### src/design/skt_pkg.sv
// skt_pkg: shared types and codes for the sorted key table
// no dependencies; imported by every design module of the block except skt_ram
package skt_pkg;

   localparam int KEY_W   = 32;
   localparam int HEAD_W  = 64;
   localparam int TAIL_W  = 8;
   localparam int ENTRY_W = KEY_W + TAIL_W + HEAD_W;

   localparam logic [1:0] OP_INSERT   = 2'd0;
   localparam logic [1:0] OP_DELETE   = 2'd1;
   localparam logic [1:0] OP_UPDATE   = 2'd2;
   localparam logic [1:0] OP_RETRIEVE = 2'd3;

   localparam logic [1:0] ST_OK        = 2'd0;
   localparam logic [1:0] ST_EMPTY     = 2'd1;
   localparam logic [1:0] ST_NOT_FOUND = 2'd2;
   localparam logic [1:0] ST_FULL      = 2'd3;

   localparam logic [1:0] RD_IDX  = 2'd0;
   localparam logic [1:0] RD_PREV = 2'd1;
   localparam logic [1:0] RD_NEXT = 2'd2;

   localparam logic WR_NEW   = 1'b0;
   localparam logic WR_SHIFT = 1'b1;

   typedef struct packed {
      logic       load;
      logic [1:0] rd_mode;
      logic       wr_en;
      logic       wr_src;
      logic       idx_inc;
      logic       idx_dec;
      logic       cnt_inc;
      logic       cnt_dec;
      logic       set_status;
      logic [1:0] status;
      logic       set_found;
      logic       rsp_load;
   } cmd_type;

   typedef struct packed {
      logic [1:0] op;
      logic       count_zero;
      logic       count_full;
      logic       idx_zero;
      logic       idx_one;
      logic       idx_last;
      logic       idx_next_last;
      logic       key_gt;
      logic       key_lt;
      logic       key_eq;
      logic       out_free;
   } stat_type;

endpackage

### src/design/skt_ctrl.sv
// skt_ctrl: state machine that sequences scans and shifts of the entry RAM
// depends on skt_pkg; drives skt_datapath through command and status structs
module skt_ctrl (
   input  logic               clock,
   input  logic               reset,
   input  logic               req_valid,
   output logic               req_ready,
   input  skt_pkg::stat_type  stat,
   output skt_pkg::cmd_type   cmd
);
   import skt_pkg::*;

   localparam logic [3:0] S_IDLE     = 4'd0;
   localparam logic [3:0] S_DISPATCH = 4'd1;
   localparam logic [3:0] S_INS_RD   = 4'd2;
   localparam logic [3:0] S_INS_CHK  = 4'd3;
   localparam logic [3:0] S_INS_PUT  = 4'd4;
   localparam logic [3:0] S_FND_RD   = 4'd5;
   localparam logic [3:0] S_FND_CHK  = 4'd6;
   localparam logic [3:0] S_DEL_RD   = 4'd7;
   localparam logic [3:0] S_DEL_CHK  = 4'd8;
   localparam logic [3:0] S_DONE     = 4'd9;

   logic [3:0] state_ff, state_in;

   always_comb begin
      cmd      = '0;
      state_in = state_ff;
      unique case (state_ff)
         S_IDLE: begin
            if (req_valid) begin
               cmd.load = 1'b1;
               state_in = S_DISPATCH;
            end
         end
         S_DISPATCH: begin
            cmd.set_status = 1'b1;
            cmd.status     = ST_OK;
            if (stat.op == OP_INSERT) begin
               if (stat.count_full) begin
                  cmd.status = ST_FULL;
                  state_in   = S_DONE;
               end else if (stat.idx_zero) begin
                  state_in = S_INS_PUT;
               end else begin
                  state_in = S_INS_RD;
               end
            end else if (stat.count_zero) begin
               cmd.status = ST_EMPTY;
               state_in   = S_DONE;
            end else begin
               state_in = S_FND_RD;
            end
         end
         S_INS_RD: begin
            cmd.rd_mode = RD_PREV;
            state_in    = S_INS_CHK;
         end
         S_INS_CHK: begin
            if (stat.key_gt) begin
               cmd.wr_en   = 1'b1;
               cmd.wr_src  = WR_SHIFT;
               cmd.idx_dec = 1'b1;
               state_in    = stat.idx_one ? S_INS_PUT : S_INS_RD;
            end else begin
               state_in = S_INS_PUT;
            end
         end
         S_INS_PUT: begin
            cmd.wr_en   = 1'b1;
            cmd.wr_src  = WR_NEW;
            cmd.cnt_inc = 1'b1;
            state_in    = S_DONE;
         end
         S_FND_RD: begin
            cmd.rd_mode = RD_IDX;
            state_in    = S_FND_CHK;
         end
         S_FND_CHK: begin
            priority if (stat.key_lt) begin
               if (stat.idx_last) begin
                  cmd.set_status = 1'b1;
                  cmd.status     = ST_NOT_FOUND;
                  state_in       = S_DONE;
               end else begin
                  cmd.idx_inc = 1'b1;
                  state_in    = S_FND_RD;
               end
            end else if (stat.key_eq) begin
               unique case (stat.op)
                  OP_DELETE: begin
                     if (stat.idx_last) begin
                        cmd.cnt_dec = 1'b1;
                        state_in    = S_DONE;
                     end else begin
                        state_in = S_DEL_RD;
                     end
                  end
                  OP_UPDATE: begin
                     cmd.wr_en  = 1'b1;
                     cmd.wr_src = WR_NEW;
                     state_in   = S_DONE;
                  end
                  OP_RETRIEVE: begin
                     cmd.set_found = 1'b1;
                     state_in      = S_DONE;
                  end
                  default: begin
                     state_in = S_DONE;
                  end
               endcase
            end else begin
               cmd.set_status = 1'b1;
               cmd.status     = ST_NOT_FOUND;
               state_in       = S_DONE;
            end
         end
         S_DEL_RD: begin
            cmd.rd_mode = RD_NEXT;
            state_in    = S_DEL_CHK;
         end
         S_DEL_CHK: begin
            cmd.wr_en   = 1'b1;
            cmd.wr_src  = WR_SHIFT;
            cmd.idx_inc = 1'b1;
            if (stat.idx_next_last) begin
               cmd.cnt_dec = 1'b1;
               state_in    = S_DONE;
            end else begin
               state_in = S_DEL_RD;
            end
         end
         S_DONE: begin
            if (stat.out_free) begin
               cmd.rsp_load = 1'b1;
               state_in     = S_IDLE;
            end
         end
         default: begin
            state_in = S_IDLE;
         end
      endcase
   end

   always_ff @(posedge clock) begin
      if (reset) begin
         state_ff <= S_IDLE;
      end else begin
         state_ff <= state_in;
      end
   end

   assign req_ready = (state_ff == S_IDLE);

endmodule

### config.mk
export PLATFORM = sky130hd
export DESIGN_NAME = skt_ctrl
export DESIGN_NICKNAME = d
export VERILOG_FILES = /design/src/design/skt_pkg.sv /design/src/design/skt_ctrl.sv
export SDC_FILE = /design/constraint.sdc
export NUM_CORES = 1
export LEC_CHECK = 0
export ABC_AREA = 1
export BUFFER_PORTS_ARGS = -buffer_cell sky130_fd_sc_hd__buf_2
export CORE_AREA = 2 2 45 47
export CTS_CLUSTER_SIZE = 30
export DETAILED_ROUTE_END_ITERATION = 7
export DIE_AREA = 0 0 47 49
export PLACE_DENSITY = 0.6
export SLEW_MARGIN = 20
export SYNTH_ARGS = -nofsm -noshare
export SYNTH_HDL_FRONTEND = slang
export SYNTH_SLANG_ARGS = --single-unit
### constraint.sdc
create_clock -name clock -period 1 [get_ports clock]
set_input_delay 0.05 -clock clock [delete_from_list [all_inputs] [get_ports clock]]
set_output_delay 0.05 -clock clock [all_outputs]
set_load 0.05 [all_outputs]
After elaboration in Yosys (flattened, before gate mapping):

Cells that the tools add are included.

* equal/unequal tests: 14
* muxes and demuxes: 48
* reductions and logical operators: 3

Operators by type and width (count)
* 4-bit 2-to-1 mux: 11
* 4-bit one-hot mux with 10 select lines: 1
* 1-bit 2-to-1 mux: 19
* 3-bit 2-to-1 mux: 6
* 4-bit by 3-bit == test with 1-bit output, second input constant: 4
* 2-bit 2-to-1 mux: 6
* 4-bit by 2-bit == test with 1-bit output, second input constant: 2
* 4-bit == test, second input constant: 2
* 2-bit one-hot mux with 4 select lines: 1
* 3-bit one-hot mux with 2 select lines: 1
* 2-bit == test, second input constant: 2
* 4-bit by 1-bit == test with 1-bit output, second input constant: 1
* 4-bit zero test: 1
* 2-bit != test, second input constant: 2
* 1-bit one-hot mux with 2 select lines: 2
* 2-bit one-hot mux with 2 select lines: 1
* 2-bit by 1-bit == test with 1-bit output, second input constant: 1
* 2-bit zero test: 1
* 2-bit AND reduction: 1

* register bits after elaboration: 4
* logic and storage cells: 66

Depth between registers and ports, before layout:

Gate-level depths: netlist of the first run.

* word-level depth: 5
* gate-level depth with buffers: 8
* mapped depth without buffers: 8

Worst setup path before layout of the first run:

No wires, ideal clock.

* path type: register to output
* start point: reg state_ff[3]
* end point: out cmd[0] (netlist name)
* data arrival time: 2005 ps
* required time: 950 ps
* path slack: -1055 ps
* cell stages (with the launch flop): 3
* path buffers: 0
* path through: dfxtp_1 > inv_2 > nor4_1

RTL lines
* start, declared: line skt_ctrl.sv:24 `logic [3:0] state_ff, state_in;`
* start signal, assigned: line skt_ctrl.sv:149 `state_ff <= state_in;`
* end, declared: line skt_ctrl.sv:9 `output skt_pkg::cmd_type cmd`

==> flow_summary.ini, run 1 <==
[floorplan]
core_um2 = 1840
dieArea_um2 = 2300
die_y_um = 49
die_w_um = 47
initial_utilization_pct = 30.7
pin_count = 30
rows = 16

[setup_path]
end_kind = output pin
cp-startpoint = state_ff[0]$_SDFFE_PP0P_
arrival_ps = 1320
reg2reg_slack_ps = -210
cp.required_ps = 950
rr_worst_depth = 9
cp_max_fo = 4
cp_slowest_cell = dfxtp_2
slowest_delay_ps = 350
worstReg2RegStart = state_ff[1]$_SDFFE_PP0P_
crit_top_cell = nand2_4
worstSetupPathType = reg2out
cp-start-kind = flop
path_cells = inv_4 > nand2_4 > nor2_8 > nand2_4 > o31ai_4 > buf_6
r2r-end = state_ff[1]$_SDFFE_PP0P_

[logic_synthesis]
synth_edf_count = 0
synth_cells = 108
async_flop_share_pct = 0
ys.flop_type = dfxtp_1
synth_area_per_cell_um2 = 5.24
yosys.area.top_type = nor2_1
yosysUniqueCellTypes = 21
ys_seq_area_share_pct = 14.2
yosysTopAreaCellShare_pct = 15.3
synth.yosys.warnings = 0
synth-seq-cells = 4
syn_nets = 123
synth_common_cells = 23 x nor2_1, 21 x nand2_1, 19 x inv_1, 10 x nand3_1
netlist_area_um2 = 566
synth_area_leaders = nor2_1 15%, dfxtp_1 14%, nand2_1 14%
yosysMostFrequentCell = nor2_1

[sta]
fin_skew_ps = 3.30
period_share_pct = 137
drv_slew = 0
fmax_ghz = 0.728
setup_viol = 19
rsz0062_at_grt = true
fin_ws_ps = -373
worst_pin_slew_ps = 253
final_hold_viol_count = 0
fin_crit_ps = 1370
max-slew-margin-rel_pct = 83.1

[drt]
wl_per_cell_um = 9.56
drt_pass1_iterations = 5
drcViolationCount = 0
wirelength_um = 1780
dr.first_iter.drc_count = 26
postRouteAntennaNets = 0
via_per_inst = 4.56
num_vias = 848

[clock_tree]
clk_latency_ps = 220
postCtsHoldBufs = 0
cts-root-buf = clkbuf_4
cts_tree = yes
htreeDepth = 1
clock_sink_count = 4
clockBufferDepth = 2
numCtsBuffers = 3
clkSlewWorstSetupHoldPaths_ps = 40

[cells_and_area]
fin_nets = 176
area_delta_synth_final_pct = 124
multi_input_area_um2 = 602
drive_gt1_share_pct = 62.9
antenna_cells = 0
reg_top3 = state_ff: 4 flops
largest_register_ffs = 4
seq_area_um2 = 92.6
fill_cells = 160
largest_register = state_ff
finish.utilization_pct = 68.7

[power_and_ir_drop]
ir_drop_uv = 1630
p_leak_nw = 0.668
power_density_nw_per_um2 = 2450

[grt]
antenna_found_initial = 0
grt_overflow = 0
grt_max_degree = 6
grt_pass1_wl_um = 3000
first_global_vias = 756
grt_use_total_pct = 16.9

[min_path]
hp-class = in2reg
worst_hold_path.endpoint = state_ff[2]$_SDFFE_PP0P_
min_from = reset
min_path_cells = 2

[run]
drv_cap = 0

[place]
place_congestion = 0.795
dpl.hpwl_um = 1510
port_buffers = 29
dp_slack_ps = -253

[outcome]
violations = negative setup slack
status = complete, but fails checks
-- cell usage in the layout (no fill, tap or decap), drive strengths merged --
cell / netlist / final
buf: 0 / 48
nor2: 29 / 29
nand2: 26 / 26
inv: 24 / 22
nand3: 10 / 10
o21ai: 6 / 6
dfxtp: 4 / 4
clkbuf: 0 / 3
clkinvlp: 0 / 2
o31ai: 2 / 2
nor3: 2 / 2
clkinv: 1 / 1
or2: 1 / 1
o22ai: 1 / 1
nor4: 1 / 1
nand4: 1 / 1
-- routing by layer --
layer / vias up / wire [µm] / track usage (%)
met4: 0 / 0 / 2.78
li1: 438 / - / -
met1: 382 / 731 / 23.5
met2: 28 / 965 / 28.8
met5: - / 0 / 0
met3: 0 / 80 / 0.370
-- power by group --
part | internal, mW | switching (mW) | leakage, nW
clock network | 0.134 | 0.0574 | 0.0138
logic | 1.00 | 1.53 | 0.619
registers | 0.239 | 0.132 | 0.0353
total | 1.38 | 1.72 | 0.668
-- area by class of cell --
cell class | instances | area share (%)
clock buffers | 3 | 1.78
inverters | 25 | 8.70
multi-input cells | 79 | 47.6
flip-flops and latches | 4 | 7.32
well taps | 27 | 2.67
repair buffers | 48 | 31.9
-- critical path: cells and delay by family, from the launching register on --
family	cells	cell delay, ps
buf+inv	2	270
simple gates	3	290
compound gates	1	190
flops	1	350
-- worst max path at each step --
stage / end / slack, ps / depth (start not counted)
floorplan: cmd[10] / -320 / 5
global placement: cmd[10] / -240 / 6
detailed placement: cmd[3] / -250 / 6
CTS: cmd[10] / -370 / 6
global route: cmd[10] / -430 / 6
finish: cmd[10] / -370 / 6
-- kinds of logic after synthesis --
kind of cell | synth area share (%)
compound gates | 10.6
buf+inv | 16.6
simple gates | 58.6
flops | 14.2
-- timing repair --
item | 4_1_cts | 5_1_grt
gates resized for setup | 33 | 20
pin swaps | 8 | 6
cloned | 0 | 0
hold endpoints to repair | 0 | 0
setup buffers | 3 | 0
setup endpoints to repair | 19 | 19
-- per-stage QoR --
stage	total power [mW]	std cells	hold slack, ps	area [µm²]	setup TNS [ps]
after floorplan	1.90	108	113	744	-1660
after global placement	2.41	180	251	1040	-2870
after detailed placement	2.42	180	258	1040	-3050
after CTS	2.93	186	19.3	1190	-5300
after global routing	3.31	186	47.4	1260	-6210
final	3.10	186	23.2	1260	-5010
Power figures use the tool's default switching activity.
==> run 2, diff against run 1 <==
- BUFFER_PORTS_ARGS: -buffer_cell sky130_fd_sc_hd__buf_2 -> default
- DONT_BUFFER_PORTS: default -> 1
- PLACE_DENSITY: 0.6 -> 0.46
==> flow_summary.ini, run 2 (same netlist as run 1, synthesis figures left out) <==
[cells_and_area]
largest_register_ffs = 4
antenna_cells = 0
fin_nets = 165
reg_top3 = state_ff: 4 flops
area_delta_synth_final_pct = 135
drive_gt1_share_pct = 60.8
final_cells = 175
mostFrequentLayoutCell = nor2_1
mostFrequentLayoutCells = 18 x nor2_1, 15 x inv_1, 15 x buf_4, 14 x nand2_1, 11 x buf_6
largest_register = state_ff
stdcell_area_um2 = 1330

[clock_tree]
cts_tree = yes
clkSlewWorstSetupHoldPaths_ps = 40
htreeDepth = 1
clock_sink_count = 4
clockBufferDepth = 2
clk_latency_ps = 230
cts-root-buf = clkbuf_4
numCtsBuffers = 3

[run]
drv_cap = 0

[floorplan]
pin_count = 30
rows = 16
die_w_um = 47
dieArea_um2 = 2300
die_y_um = 49
initial_utilization_pct = 30.7
core_um2 = 1840

[sta]
hold_slack_ps = 83.9
final_hold_viol_count = 0
fin_skew_ps = 4.69
setup_viol = 19
fin_crit_ps = 1400
max-slew-margin-rel_pct = 82.4
rsz0062_at_grt = true
fmax_ghz = 0.712
period_share_pct = 140
drv_slew = 0
worst_pin_slew_ps = 261
fin_ws_ps = -405

[power_and_ir_drop]
total_power_mw = 3.48
clock_power_share_pct = 5.6
p_leak_nw = 0.658
power_density_nw_per_um2 = 2620
pwr-share-seq_pct = 11.1
sw_frac_of_total_pct = 53.3
p_comb_share_pct = 83.2
ir_drop_uv = 1840
internal-power_mw = 1.63
p_sw_mw = 1.86

[setup_path]
worstReg2RegStart = state_ff[3]$_SDFFE_PP0P_
cp_max_fo = 4
cp.required_ps = 950
arrival_ps = 1350
end_kind = output pin
cp-start-kind = flop
cp-startpoint = state_ff[3]$_SDFFE_PP0P_
worstSetupPathType = reg2out

[grt]
gr-usage-met2_pct = 30.8
top_usage_layer = met2
grt_overflow = 0
first_global_vias = 784
grt_pass1_wl_um = 3150
use_met3_pct = 3.33
grt_use_total_pct = 18.2
grt_max_degree = 6
antenna_found_initial = 0
grt_use_met1_pct = 23.0

[place]
numPlacedInstances = 167
place_congestion = 0.832
dp_slack_ps = -225
port_buffers = 0
dpl-instance-area_um2 = 1130
dpl.hpwl_um = 1550

[drt]
wl_per_cell_um = 10.9
dr.first_iter.drc_count = 2
wirelength_um = 1910
postRouteAntennaNets = 0
via_per_inst = 4.62
num_vias = 809
drcViolationCount = 0
drt_pass1_iterations = 3

[outcome]
status = complete, but fails checks
violations = negative setup slack

[min_path]
hp-class = in2reg
min_from = stat[6]
run 2: worst max-delay path: stages (launching register included):
cell,delay [ps]
dfxtp_4,370
inv_6,90
nand2_8,70
nor2_8,110
nand2_4,80
buf_6,130
o22ai_4,110
buf_12,160
run 2: power by group through the flow:
| stage | combinational (mW) | sequential [mW] | clock, mW |
|---|---|---|---|
| finish | 2.90 | 0.388 | 0.196 |
| global route | 3.08 | 0.397 | 0.208 |
| global placement | 2.47 | 0.337 | 0 |
| floorplan | 1.57 | 0.335 | 0 |
| CTS | 2.79 | 0.367 | 0.206 |
| detailed placement | 2.49 | 0.339 | 0 |
run 2: routing by layer:
layer,wire length (µm),vias up
li1,-,411
met1,792,375
met2,1000,21
met3,92,2
met4,21,0
met5,0,-
run 2: layout make-up:
type	instances	area (µm²)
multi-input cells	79	622
inverters	25	115
clock buffers	3	22.5
flip-flops and latches	4	95.1
repair buffers	37	442
well taps	27	33.8
fillers	169	512
run 2: metrics by stage:
| stage | util (%) | TNS, ps |
|---|---|---|
| 6_report | 72.2 | -5560 |
| 5_1_grt | 72.2 | -6620 |
| 4_1_cts | 69.8 | -5580 |
| 3_5_place_dp | 61.4 | -2070 |
| 3_3_place_gp | 61.4 | -1890 |
| 2_1_floorplan | - | -1660 |
run 2: path summary, 6_finish.rpt:
check | end | slack, ps | cells past startpoint
max | cmd[5] | -400 | 7
max reg2reg | state_ff[1]$_SDFFE_PP0P_ | -210 | 9
min reg2reg | state_ff[2]$_SDFFE_PP0P_ | 800 | 5
min | state_ff[2]$_SDFFE_PP0P_ | 80 | 4
run 2: what timing repair did:
action                                  CTS  global route
gates resized for setup                  25            11
hold endpoints to repair                  4             0
buffers inserted                          5             0
hold buffers                              1             0
endpoints found under the setup margin   19            19
pin swaps                                13             8
==> run 3, diff against run 2 <==
- REMOVE_ABC_BUFFERS: default -> 1
==> flow_summary.ini, run 3 (same netlist as run 1, synthesis figures left out) <==
[outcome]
status = complete, but fails checks
violations = negative setup slack

[place]
dp_slack_ps = -298
numPlacedInstances = 168
dpl.hpwl_um = 1540
place_congestion = 0.834
port_buffers = 0
dpl-instance-area_um2 = 908

[min_path]
min_from = stat[6]
min_path_cells = 4
hp-class = in2reg
worst_hold_path.endpoint = state_ff[2]$_SDFFE_PP0P_

[sta]
final_hold_viol_count = 0
period_share_pct = 142
max-slew-margin-rel_pct = 82.4
drv_slew = 0
hold_slack_ps = 95.2
setup_viol = 19
rsz0062_at_grt = true
fin_crit_ps = 1420
fmax_ghz = 0.706
fin_skew_ps = 1.93
fin_ws_ps = -417
finalSetupTns_ps = -6140
worst_pin_slew_ps = 263

[power_and_ir_drop]
p_leak_nw = 0.700
ir_drop_uv = 1890
power_density_nw_per_um2 = 2840
total_power_mw = 3.80

[run]
drv_cap = 0

[clock_tree]
cts-root-buf = clkbuf_4
htreeDepth = 1
numCtsBuffers = 3
clkSlewWorstSetupHoldPaths_ps = 40
clockBufferDepth = 2
clk_latency_ps = 230
cts_tree = yes
clock_sink_count = 4

[floorplan]
initial_utilization_pct = 30.7
core_um2 = 1840
die_w_um = 47
die_y_um = 49
pin_count = 30
rows = 16
dieArea_um2 = 2300

[drt]
dr.first_iter.drc_count = 14
num_vias = 873
wirelength_um = 2420
drt_pass1_iterations = 4
via_per_inst = 4.77
wl_per_cell_um = 13.2
drcViolationCount = 0
postRouteAntennaNets = 0

[grt]
grt_max_degree = 6
grt_use_total_pct = 19.9
antenna_found_initial = 0
grt_pass1_wl_um = 3410
grt_overflow = 0
first_global_vias = 849

[cells_and_area]
antenna_cells = 0
reg_top3 = state_ff: 4 flops
mostFrequentLayoutCell = buf_4
largest_register_ffs = 4
stdcell_area_um2 = 1340
mostFrequentLayoutCells = 19 x buf_4, 18 x buf_6, 17 x nor2_1, 15 x inv_1, 12 x nand2_1
finish.utilization_pct = 72.7
largest_register = state_ff
final_cells = 183
area_delta_synth_final_pct = 137
drive_gt1_share_pct = 64.1
fin_nets = 173

[setup_path]
cp.required_ps = 950
cp_max_fo = 5
arrival_ps = 1370
end_kind = output pin
worstSetupPathType = reg2out
r2r-end = state_ff[3]$_SDFFE_PP0P_
reg2reg_slack_ps = -270
slowest_delay_ps = 370
cp_slowest_cell = dfxtp_4
crit_top_cell = nand2_4
cp-start-kind = flop
worstReg2RegStart = state_ff[3]$_SDFFE_PP0P_
path_cells = inv_4 > nand2_4 > nor2_8 > nand2_4 > o31ai_4 > buf_12
rr_worst_depth = 9
==> run 3: cell count changes in the layout (fill, tap and decap cells not counted), sizes merged <==
cell,delta
buf,+8
clkinv,-1
clkinvlp,-2
inv,+3
==> run 3: metal layers <==
metal / part of all wire, % / global-route usage [%]
met1: 38 / 22.9
met2: 53 / 33.6
met3: 5.8 / 6.67
met4: 2.4 / 6.02
met5: 0 / 0
==> run 3: cell type report <==
type	count	area [µm²]
clock buffer	3	22.5
fill	144	503
inverter	25	111
multi-input combinational	79	596
sequential	4	95.1
tap	27	33.8
timing repair buffer	45	480
==> run 3: where the power goes <==
group,switching [mW],leakage (nW),internal [mW]
logic,1.77,0.651,1.44
clock network,0.0677,0.0138,0.134
registers,0.139,0.0356,0.246
==> run 3: worst max-delay path by stage <==
stage | start | to | slack, ps | cells after the start
6_report | state_ff[0]$_SDFFE_PP0P_ | cmd[10] | -420 | 6
2_1_floorplan | state_ff[3]$_SDFFE_PP0P_ | cmd[0] | -1050 | 2
4_1_cts | state_ff[3]$_SDFFE_PP0P_ | cmd[10] | -410 | 6
3_5_place_dp | state_ff[2]$_SDFFE_PP0P_ | cmd[10] | -300 | 5
3_3_place_gp | state_ff[2]$_SDFFE_PP0P_ | cmd[10] | -270 | 5
5_1_grt | state_ff[3]$_SDFFE_PP0P_ | cmd[5] | -500 | 6
==> run 3: what timing repair did <==
action | 4_1_cts | 5_1_grt
hold endpoints to repair | 4 | 0
hold buffers | 1 | 0
pin swaps | 11 | 11
buffers inserted | 5 | 6
cloned | 0 | 0
gates resized for setup | 67 | 21
setup endpoints to repair | 19 | 19
==> run 3: worst max-delay path: cells and delay by family, from the launching register on <==
| kind | cells | cell delay, ps |
|---|---|---|
| compound gates | 1 | 230 |
| flops | 1 | 370 |
| simple gates | 3 | 270 |
| buf+inv | 2 | 260 |
